===== config.mk =====
export PLATFORM = sky130hd
export DESIGN_NAME = single_wire_led_bit_encoder
export DESIGN_NICKNAME = d
export VERILOG_FILES = /design/src/sv/slbe_pkg.sv /design/src/sv/slbe_cfg_regs.sv /design/src/sv/slbe_core.sv /design/src/sv/slbe_out_buf.sv /design/src/sv/single_wire_led_bit_encoder.sv
export VERILOG_INCLUDE_DIRS = /design/src /design/src/sv
export SDC_FILE = /design/constraint.sdc
export NUM_CORES = 1
export LEC_CHECK = 0
export BUFFER_PORTS_ARGS = -buffer_cell sky130_fd_sc_hd__buf_2
export CAP_MARGIN = 0
export CELL_PAD_IN_SITES_DETAIL_PLACEMENT = 1
export CELL_PAD_IN_SITES_GLOBAL_PLACEMENT = 1
export CORE_ASPECT_RATIO = 0.5
export CORE_MARGIN = 2
export CORE_UTILIZATION = 35
export CTS_BUF_LIST = sky130_fd_sc_hd__clkbuf_2 sky130_fd_sc_hd__clkbuf_4 sky130_fd_sc_hd__clkbuf_8
export DETAILED_ROUTE_END_ITERATION = 10
export PLACE_DENSITY = 0.65
export SLEW_MARGIN = 30
export SYNTH_ARGS = -nofsm -noshare
export SYNTH_HDL_FRONTEND = slang
export SYNTH_SLANG_ARGS = --single-unit
export TNS_END_PERCENT = 10

===== constraint.sdc =====
create_clock -name clk -period 5.79 [get_ports clk]
set_clock_uncertainty 0.15 [all_clocks]
set_input_delay 1.4475 -clock clk [delete_from_list [all_inputs] [get_ports clk]]
set_output_delay 1.4475 -clock clk [all_outputs]
set_load 0.005 [all_outputs]

===== src/sv/single_wire_led_bit_encoder_assert.svh =====
// Assertion macros shared by the LED bit encoder modules.
// Included by the files that carry concurrent checks; depends on nothing.
`ifndef SINGLE_WIRE_LED_BIT_ENCODER_ASSERT_SVH
`define SINGLE_WIRE_LED_BIT_ENCODER_ASSERT_SVH

// Same-cycle implication, disabled while reset is asserted.
`define SLBE_ASSERT_NOW(label, clk, rst_n, ante, cons) \
  label: assert property (@(posedge clk) disable iff (!rst_n) (ante) |-> (cons)) \
    else $error("slbe check failed: same-cycle implication");

// Next-cycle implication, disabled while reset is asserted.
`define SLBE_ASSERT_NEXT(label, clk, rst_n, ante, cons) \
  label: assert property (@(posedge clk) disable iff (!rst_n) (ante) |=> (cons)) \
    else $error("slbe check failed: next-cycle implication");

`endif


===== src/sv/slbe_pkg.sv =====
`timescale 1ns / 1ps
// Shared types and constants for the single-wire LED bit encoder.
// No dependencies; imported by every module of the block.
package slbe_pkg;

  localparam int FRAME_BITS_DEF = 24;
  localparam int COLOR_W        = 24;
  localparam int CFG_W          = 8;
  localparam int CFG_IDX_W      = 2;

  // Configuration register indexes.
  localparam logic [CFG_IDX_W-1:0] REG_PERIOD_LEN = 2'd0;
  localparam logic [CFG_IDX_W-1:0] REG_SHORT_HIGH = 2'd1;
  localparam logic [CFG_IDX_W-1:0] REG_LONG_HIGH  = 2'd2;

  // Reset values of the configuration registers.
  localparam logic [CFG_W-1:0] PERIOD_LEN_RST = 8'd120;
  localparam logic [CFG_W-1:0] SHORT_HIGH_RST = 8'd30;
  localparam logic [CFG_W-1:0] LONG_HIGH_RST  = 8'd90;

  // Command codes.
  localparam logic CMD_TICK = 1'b0;
  localparam logic CMD_LOAD = 1'b1;

  typedef struct packed {
    logic               cmd;
    logic [COLOR_W-1:0] color_word;
  } in_fields_t;

  typedef struct packed {
    logic line_level;
    logic busy_res;
    logic frame_done;
    logic load_accepted;
  } out_fields_t;

  typedef struct packed {
    logic [CFG_W-1:0] period_len;
    logic [CFG_W-1:0] short_high;
    logic [CFG_W-1:0] long_high;
  } cfg_t;

endpackage


===== src/sv/slbe_cfg_regs.sv =====
`timescale 1ns / 1ps
// Timing configuration registers of the LED bit encoder.
// Depends on slbe_pkg.
module slbe_cfg_regs (
  input  logic                            clk,
  input  logic                            rst_n,
  input  logic                            cfg_we,
  input  logic [slbe_pkg::CFG_IDX_W-1:0]  cfg_index,
  input  logic [slbe_pkg::CFG_W-1:0]      cfg_wdata,
  output slbe_pkg::cfg_t                  cfg
);
  import slbe_pkg::*;

  cfg_t cfg_r;
  cfg_t cfg_nxt;

  always_comb begin
    cfg_nxt = cfg_r;
    if (cfg_we) begin
      case (cfg_index)
        REG_PERIOD_LEN: cfg_nxt.period_len = cfg_wdata;
        REG_SHORT_HIGH: cfg_nxt.short_high = cfg_wdata;
        REG_LONG_HIGH:  cfg_nxt.long_high  = cfg_wdata;
        default:        cfg_nxt = cfg_r;
      endcase
    end
  end

  always_ff @(posedge clk) begin
    if (!rst_n) begin
      cfg_r.period_len <= PERIOD_LEN_RST;
      cfg_r.short_high <= SHORT_HIGH_RST;
      cfg_r.long_high  <= LONG_HIGH_RST;
    end else begin
      cfg_r <= cfg_nxt;
    end
  end

  assign cfg = cfg_r;

endmodule


===== src/sv/slbe_core.sv =====
`timescale 1ns / 1ps
// Frame state and waveform logic: one beat in, one result out, same cycle.
// Depends on slbe_pkg and the assertion macro header.
`include "single_wire_led_bit_encoder_assert.svh"
module slbe_core #(
  parameter int FRAME_BITS = slbe_pkg::FRAME_BITS_DEF
) (
  input  logic                     clk,
  input  logic                     rst_n,
  input  logic                     accept,
  input  slbe_pkg::in_fields_t     in_item,
  input  slbe_pkg::cfg_t           cfg,
  output slbe_pkg::out_fields_t    result
);
  import slbe_pkg::*;

  localparam int BL_W = $clog2(FRAME_BITS + 1);

  logic                  sending_r, sending_nxt;
  logic                  lead_r, lead_nxt;
  logic [BL_W-1:0]       bits_left_r, bits_left_nxt;
  logic [CFG_W-1:0]      tick_r, tick_nxt;
  logic [FRAME_BITS-1:0] shifter_r, shifter_nxt;

  logic [COLOR_W+31:0]   word_ext;
  logic [CFG_W-1:0]      high_ticks;
  logic                  period_end;
  logic [BL_W-1:0]       bits_dec;

  // Words wider than the colour field are padded with zeros above it.
  assign word_ext   = {32'd0, in_item.color_word};
  assign high_ticks = shifter_r[FRAME_BITS-1] ? cfg.long_high : cfg.short_high;
  assign period_end = ({1'b0, tick_r} + 9'd1) >= {1'b0, cfg.period_len};
  assign bits_dec   = (bits_left_r != '0) ? bits_left_r - BL_W'(1) : '0;

  always_comb begin
    sending_nxt   = sending_r;
    lead_nxt      = lead_r;
    bits_left_nxt = bits_left_r;
    tick_nxt      = tick_r;
    shifter_nxt   = shifter_r;
    result        = '0;
    if (in_item.cmd == CMD_LOAD) begin
      if (!sending_r) begin
        sending_nxt          = 1'b1;
        lead_nxt             = 1'b1;
        bits_left_nxt        = BL_W'(FRAME_BITS);
        tick_nxt             = '0;
        shifter_nxt          = word_ext[FRAME_BITS-1:0];
        result.load_accepted = 1'b1;
      end
      result.busy_res = 1'b1;
    end else if (sending_r) begin
      result.busy_res = 1'b1;
      if (!lead_r) begin
        result.line_level = tick_r < high_ticks;
      end
      if (period_end) begin
        tick_nxt = '0;
        if (lead_r) begin
          lead_nxt = 1'b0;
        end else begin
          shifter_nxt   = shifter_r << 1;
          bits_left_nxt = bits_dec;
          if (bits_dec == '0) begin
            sending_nxt       = 1'b0;
            result.frame_done = 1'b1;
          end
        end
      end else begin
        tick_nxt = tick_r + CFG_W'(1);
      end
    end
  end

  always_ff @(posedge clk) begin
    if (!rst_n) begin
      sending_r   <= 1'b0;
      lead_r      <= 1'b0;
      bits_left_r <= '0;
      tick_r      <= '0;
      shifter_r   <= '0;
    end else if (accept) begin
      sending_r   <= sending_nxt;
      lead_r      <= lead_nxt;
      bits_left_r <= bits_left_nxt;
      tick_r      <= tick_nxt;
      shifter_r   <= shifter_nxt;
    end
  end

  `SLBE_ASSERT_NOW(a_done_while_busy, clk, rst_n, result.frame_done, result.busy_res)
  `SLBE_ASSERT_NOW(a_done_ends_frame, clk, rst_n, accept && result.frame_done,
                   sending_r && !lead_r && bits_left_r == BL_W'(1))
  `SLBE_ASSERT_NEXT(a_load_starts_lead, clk, rst_n, accept && result.load_accepted,
                    sending_r && lead_r && tick_r == '0)

endmodule


===== src/sv/slbe_out_buf.sv =====
`timescale 1ns / 1ps
// Result register with a skid stage, so a beat can enter while one waits.
// Depends on slbe_pkg and the assertion macro header.
`include "single_wire_led_bit_encoder_assert.svh"
module slbe_out_buf (
  input  logic                   clk,
  input  logic                   rst_n,
  input  logic                   push,
  input  slbe_pkg::out_fields_t  push_data,
  output logic                   push_ready,
  output logic                   out_valid,
  input  logic                   out_ready,
  output slbe_pkg::out_fields_t  out_data
);
  import slbe_pkg::*;

  logic        out_valid_r, out_valid_nxt;
  logic        skid_valid_r, skid_valid_nxt;
  out_fields_t out_data_r, out_data_nxt;
  out_fields_t skid_data_r, skid_data_nxt;
  logic        pop;

  assign pop        = out_valid_r && out_ready;
  assign push_ready = !skid_valid_r;

  always_comb begin
    out_valid_nxt  = out_valid_r;
    skid_valid_nxt = skid_valid_r;
    out_data_nxt   = out_data_r;
    skid_data_nxt  = skid_data_r;
    if (pop) begin
      if (skid_valid_r) begin
        out_data_nxt   = skid_data_r;
        skid_valid_nxt = 1'b0;
      end else if (push) begin
        out_data_nxt = push_data;
      end else begin
        out_valid_nxt = 1'b0;
      end
    end else if (push) begin
      if (!out_valid_r) begin
        out_data_nxt  = push_data;
        out_valid_nxt = 1'b1;
      end else begin
        skid_data_nxt  = push_data;
        skid_valid_nxt = 1'b1;
      end
    end
  end

  always_ff @(posedge clk) begin
    if (!rst_n) begin
      out_valid_r  <= 1'b0;
      skid_valid_r <= 1'b0;
    end else begin
      out_valid_r  <= out_valid_nxt;
      skid_valid_r <= skid_valid_nxt;
    end
    out_data_r  <= out_data_nxt;
    skid_data_r <= skid_data_nxt;
  end

  assign out_valid = out_valid_r;
  assign out_data  = out_data_r;

  `SLBE_ASSERT_NOW(a_skid_behind_out, clk, rst_n, skid_valid_r, out_valid_r)
  `SLBE_ASSERT_NOW(a_no_push_when_full, clk, rst_n, skid_valid_r, !push)
  `SLBE_ASSERT_NEXT(a_skid_moves_up, clk, rst_n, pop && skid_valid_r,
                    out_valid_r && out_data_r == $past(skid_data_r))

endmodule


===== src/sv/single_wire_led_bit_encoder.sv =====
`timescale 1ns / 1ps
// Top level of the single-wire LED bit encoder.
// Depends on slbe_pkg, slbe_cfg_regs, slbe_core and slbe_out_buf.
//
//   Port group  Direction  Handshake           Payload
//   in_         input      in_valid/in_ready   in_fields_t (cmd, color_word)
//   out_        output     out_valid/out_ready out_fields_t (level, busy, done, accepted)
//   cfg_        input      cfg_we              cfg_index, cfg_wdata
//
// Each beat is handled combinationally; its result is registered before it shows on out_data.
// A new beat is taken every cycle while the skid stage is empty.
// When the output stalls, one further beat lands in the skid stage, then in_ready drops.
// Reset is synchronous and active low; it restores the timing registers to their defaults.
module single_wire_led_bit_encoder #(
  parameter int FRAME_BITS = slbe_pkg::FRAME_BITS_DEF
) (
  input  logic                            clk,
  input  logic                            rst_n,
  input  logic                            in_valid,
  output logic                            in_ready,
  input  slbe_pkg::in_fields_t            in_data,
  output logic                            out_valid,
  input  logic                            out_ready,
  output slbe_pkg::out_fields_t           out_data,
  input  logic                            cfg_we,
  input  logic [slbe_pkg::CFG_IDX_W-1:0]  cfg_index,
  input  logic [slbe_pkg::CFG_W-1:0]      cfg_wdata
);
  import slbe_pkg::*;

  cfg_t        cfg;
  out_fields_t result;
  logic        accept;

  assign accept = in_valid && in_ready;

  slbe_cfg_regs u_cfg (
    .clk       (clk),
    .rst_n     (rst_n),
    .cfg_we    (cfg_we),
    .cfg_index (cfg_index),
    .cfg_wdata (cfg_wdata),
    .cfg       (cfg)
  );

  slbe_core #(
    .FRAME_BITS (FRAME_BITS)
  ) u_core (
    .clk     (clk),
    .rst_n   (rst_n),
    .accept  (accept),
    .in_item (in_data),
    .cfg     (cfg),
    .result  (result)
  );

  slbe_out_buf u_out (
    .clk        (clk),
    .rst_n      (rst_n),
    .push       (accept),
    .push_data  (result),
    .push_ready (in_ready),
    .out_valid  (out_valid),
    .out_ready  (out_ready),
    .out_data   (out_data)
  );

endmodule

==> run metrics, run 1 <==
Flop pwr share 48.6%; row count 26; Yosys top cell area share 34.10%; unrepaired setup endpoints after global routing no; top cells by area, synth dfxtp_1 (34%), mux2i_1 (13%), ha_1 (6.6%), edfxtp_1 (6.3%), o211a_1 (6.0%); Place WS 1.518 ns; post-synth cell types 54; fraction of layout cells with a size suffix above 1 17.30%; number of global-route vias before repair 2,962; most frequent cell after synthesis dfxtp_1; antenna viol nets, final 0; Synth Net Count 467; VDD IR max 0.08166 mV; TritonCTS buffer count 9; via/cell ratio 5.116; Clock transition at path regs 0.08 ns; WHS Path Cells 2; cts repair resizes 0; die area 0.01181 sq mm; # setup viols final 0; width of the die 151.7 microns; Hold Crit Start u_cfg.cfg[11]$_SDFFE_PN1P_; Fin Hold WS 0.3325 ns; Crit Path Max Fanout 16; Pleak 2.170 nW; initial antenna violation count 0; pin slew with the least headroom to its limit 0.6431 ns; FF-to-FF setup slack 2.35 ns; clock share of power 40.7%; reg2reg start u_core.tick_r[0]$_SDFFE_PN0P_; Tot Pwr 1.130 mW; Final HPWL DP 5999 microns; final net count 500; Total Wirelength 8570 microns; Placer Congestion 0.6936; Yosys reg bits 73; Primary FF master, synth dfxtp_1; Total GRT Usage 15.64%; first-pass GRT wire length 14,520 microns; Slew HR 57.08%; hold buffer count at CTS 0; Worst Path Required 5.88 ns; final hold vios 0; Power Density 257.4 mW/mm^2; setup tns final 0 ns; Post-Syn Area 0.003816 sq mm; area leader, netlist dfxtp_1; total gr overflow 0; # clock sinks 73; Starting Density 36.66%; multi-input logic area 0.002106 sq mm; drt first pass iters 6; worst-case clock buffer depth 2; worst min-delay path category flop to flop; final-layout fill cell count 1,250; Startpoint Class flop; Max Cap Violations 0; ys async rst share 0%; Max Freq 290.5 MHz; number of I/O port buffers 45; Net Sw Power 0.2749 mW; Ys Warns 0; Worst-Skew Late Latency 0.35 ns; CP Class flop to flop; internal power 0.8551 mW; crit path time final 3.443 ns; RR Endpoint u_core.shifter_r[15]$_SDFFE_PN0P_; Hold Path Sink u_cfg.cfg[11]$_SDFFE_PN1P_; setup bufs post-CTS 0; DRC violations left 0; run status completed; endpoint class of the critical path flop; max-slew violation count 0; Antenna Cells 0; Worst Setup Slack, final 2.347 ns; root buffer cell clkbuf_8; largest net degree at the start of global routing 61; Die Span Y 77.84 microns; core area 0.01041 sq mm; EDFF count, synth 8; Mapped Avg Cell Area 9.376 sq um; worst reg-to-reg path cell count 12; H-tree depth 3; via total after detailed routing 2,993; Worst EP arrival 3.54 ns; register area 0.001541 sq mm; I/O pin total 46; most frequent cells after synthesis dfxtp_1 (65), nand2_1 (59), mux2i_1 (48); period utilization 59.46%; Area Growth Syn to Fin 15.02%; sw frac 24.33%; WL/cell 14.65 microns; Mapped Cells 407; CTS tree built; post-synthesis sequential area ratio 40.39%; initial DRC count 97; Combinational Power Share 10.7%
## worst max-delay path, cell delays in order, from the launching register on
cell and delay [ns]:
dfxtp_1 0.47, ha_1 0.30, and3_1 0.24, nand3_1 0.15, xnor2_1 0.18, ha_1 0.30, o21a_1 0.11, o21ai_0 0.17
or3_1 0.45, o21ai_4 0.33, buf_4 0.27, nand2_1 0.07, o211a_1 0.13
## registers in the layout (all words and copies together), names as in the netlist
register and count:
u_cfg.cfg 24, u_out.out_valid 1, u_core.sending_r 1, u_core.bits_left_r 5, u_core.tick_r 8, u_out.out_data 4, u_out.skid_valid_r 1, u_out.skid_data_r 4
u_core.lead_r 1, u_core.shifter_r 24
## cell type report
type / count / area share, %
multi-input cells: 290 / 47.98
flip-flops and latches: 73 / 35.12
repair buffers: 49 / 6.271
well taps: 140 / 3.991
clock buffers: 11 / 3.449
clock inverters: 5 / 1.739
inverters: 17 / 1.454
## routing by layer
metal,track usage [%],vias to the layer above,part of all wire (%)
met4,5.000,0,1.1
met2,23.42,45,42
met1,21.51,1425,52
met5,0,-,0
li1,-,1512,-
met3,4.647,11,5.0
## cell families after synthesis
family                     count (synthesis)  share of synthesized area (%)
AOI/OAI and AO/OA                         81                          16.33
xor gates and xnor gates                   7                          1.607
and+or+nand+nor                          131                          16.92
DFF                                       73                          40.39
buffers and inverters                     44                          4.721
adders and majority gates                 20                          6.557
muxes                                     51                          13.48
## how the worst max path moves through the flow
stage / from / to / cells after the start
finish: u_core.tick_r[0]$_SDFFE_PN0P_ / u_core.shifter_r[15]$_SDFFE_PN0P_ / 12
global route: u_core.tick_r[0]$_SDFFE_PN0P_ / u_core.shifter_r[15]$_SDFFE_PN0P_ / 12
CTS: u_core.tick_r[0]$_SDFFE_PN0P_ / u_core.shifter_r[15]$_SDFFE_PN0P_ / 12
detailed placement: in_data[24] / u_core.shifter_r[15]$_SDFFE_PN0P_ / 9
global placement: in_data[24] / u_core.shifter_r[17]$_SDFFE_PN0P_ / 9
floorplan: in_data[24] / u_core.bits_left_r[2]$_SDFFE_PN0P_ / 10
## cell usage in the layout (no fill, tap or decap), types with 6 or more instances in the layout
cell / count
a21oi_1: 17
buf_2: 45
clkbuf_8: 11
dfxtp_1: 65
edfxtp_1: 8
ha_1: 20
inv_1: 17
mux2i_1: 48
nand2_1: 59
nand3_1: 9
nand4_1: 6
nor2_1: 15
nor2b_1: 16
o211a_1: 23
o211ai_1: 6
o21ai_0: 8
## per-stage QoR
stage / utilization, % / instances / cell area (sq um)
final: 42.16 / 585 / 4389
after global routing: 42.16 / 585 / 4389
after CTS: 41.84 / 584 / 4355
after detailed placement: 39.65 / 568 / 4128
after global placement: 39.65 / 568 / 4128
after floorplan: - / 407 / 3816
## power by group through the flow
stage	clock network [mW]	registers, mW	logic [mW]
4_1_cts	0.479	0.550	0.121
6_report	0.460	0.550	0.121
3_3_place_gp	0	0.561	0.118
5_1_grt	0.502	0.553	0.137
2_1_floorplan	0	0.556	0.0847
3_5_place_dp	0	0.561	0.120
(Power assumes the default switching activity.)
==> run 2: changes to the inputs <==
Clock period 5.79 ns to 3.4 ns, I/O delays scaled along.
==> run 2 against run 1 <==
First-iteration DRC count increased by 9.3%. Utilization increased by 0.59 points. Critical path depth unchanged. Worst setup slack got worse by 2.1 ns. Hold slack improved by 0.0044 ns. Clock power grew 76%. Via count up 2.0%. Register-to-register slack got worse by 2.1 ns. Final area grew 1.4%. Sequential cell count stayed put. Combinational power is 78% higher. Non-clock buffer count up 7.
==> run metrics, run 2 (synthesized netlist as in run 1, its figures left out) <==
DRC violations left 0; unrepaired setup endpoints after global routing no; final-layout fill cell count 1,233; Max Cap Violations 0; via/cell ratio 5.168; Max Freq 320.8 MHz; number of I/O port buffers 45; crit path time final 3.117 ns; Final HPWL DP 6169 microns; Power Density 440.7 mW/mm^2; I/O pin total 46; Antenna Cells 0; initial DRC count 106; core area 0.01041 sq mm; root buffer cell clkbuf_8; finished layout cell area 0.004451 sq mm; largest net degree at the start of global routing 55; Area after DPL 0.004193 sq mm; via total after detailed routing 3,054; Total GRT Usage 16.19%; max-slew violation count 0; # setup viols final 0; Worst EP arrival 3.20 ns; fraction of layout cells with a size suffix above 1 18.85%; register area 0.001544 sq mm; Starting Density 36.66%; placed cells 575; Worst Path Required 3.48 ns; worst min-delay path category flop to flop; commonest non-fill, non-tap cell in the layout dfxtp_1; Slew HR 56.77%; first-pass GRT wire length 15,010 microns; Pleak 2.204 nW; period utilization 91.68%; run status completed; number of global-route vias before repair 2,981; final hold vios 0; pin slew with the least headroom to its limit 0.6485 ns; antenna viol nets, final 0; Placer Congestion 0.7275; Crit Path Max Fanout 27; WL/cell 15.01 microns; total gr overflow 0; CP Class flop to flop; VDD IR max 0.1632 mV; Area Growth Syn to Fin 16.62%; worst-case clock buffer depth 2; H-tree depth 3; TritonCTS buffer count 9; initial antenna violation count 0; drt first pass iters 4; commonest non-fill, non-tap cells in the layout dfxtp_1 (63), nand2_1 (59), mux2i_1 (48); endpoint class of the critical path flop; Startpoint Class flop; setup bufs post-CTS 0; width of the die 151.7 microns; multi-input logic area 0.002100 sq mm; Die Span Y 77.84 microns; Clock transition at path regs 0.08 ns; row count 26; Total Wirelength 8871 microns; Worst-Skew Late Latency 0.36 ns; setup tns final 0 ns; CTS tree built; final cell count without fillers 591; Fin Hold WS 0.3369 ns; # clock sinks 73; die area 0.01181 sq mm; final net count 507
-- run 2: cell type report --
cell class / instances / share of cell area (%)
clock buffers: 9 / 2.783
flip-flops and latches: 73 / 34.69
repair buffers: 56 / 7.591
multi-input cells: 290 / 47.17
inverters: 17 / 1.434
clock inverters: 6 / 2.390
well taps: 140 / 3.936
-- run 2: report_power, final --
group	internal (mW)	leakage [nW]	switching [mW]	total, mW
Clock	0.481	0.119	0.329	0.810
Sequential	0.910	0.608	0.0262	0.936
Combinational	0.0995	1.48	0.116	0.215
Total	1.49	2.20	0.471	1.96
-- run 2: metal layers --
metal	part of all wire [%]	global-route usage (%)	vias up
met4	1.0	4.722	0
li1	-	-	1527
met1	55	23.84	1475
met5	0	0	-
met3	3.9	4.412	10
met2	40	22.84	42
-- run 2: worst paths after layout --
check,from,end,slack [ns],depth (start not counted)
min,u_cfg.cfg[11]$_SDFFE_PN1P_,u_cfg.cfg[11]$_SDFFE_PN1P_,0.34,2
max reg2reg,u_core.tick_r[0]$_SDFFE_PN0P_,u_core.bits_left_r[4]$_SDFFE_PN0P_,0.28,12
max,u_core.tick_r[0]$_SDFFE_PN0P_,u_core.bits_left_r[4]$_SDFFE_PN0P_,0.28,12
min reg2reg,u_cfg.cfg[11]$_SDFFE_PN1P_,u_cfg.cfg[11]$_SDFFE_PN1P_,0.34,2
-- run 2: through the flow --
step	power, mW	setup slack (ns)	util, %
final	1.961	0.2829	42.75
after global placement	1.164	0.3349	40.28
after floorplan	1.091	0.4262	-
after global routing	2.059	0.03700	42.75
after detailed placement	1.169	0.2548	40.28
after CTS	1.987	0.2147	42.49
-- run 2: timing repair --
action	4_1_cts	5_1_grt
endpoints found under the setup margin	0	2
resized for setup	0	2
endpoints found under the hold margin	0	0
hold buffers	0	0
-- run 2: critical path, stage by stage, from the launching register on --
cell and delay [ns]:
dfxtp_2 0.39, ha_1 0.17, and3_1 0.21, nand3_1 0.15, xnor2_1 0.16, ha_1 0.30, o21a_1 0.11, o21ai_0 0.14
or3_1 0.42, o21ai_4 0.23, buf_12 0.21, nor4bb_1 0.24, o21ai_1 0.11
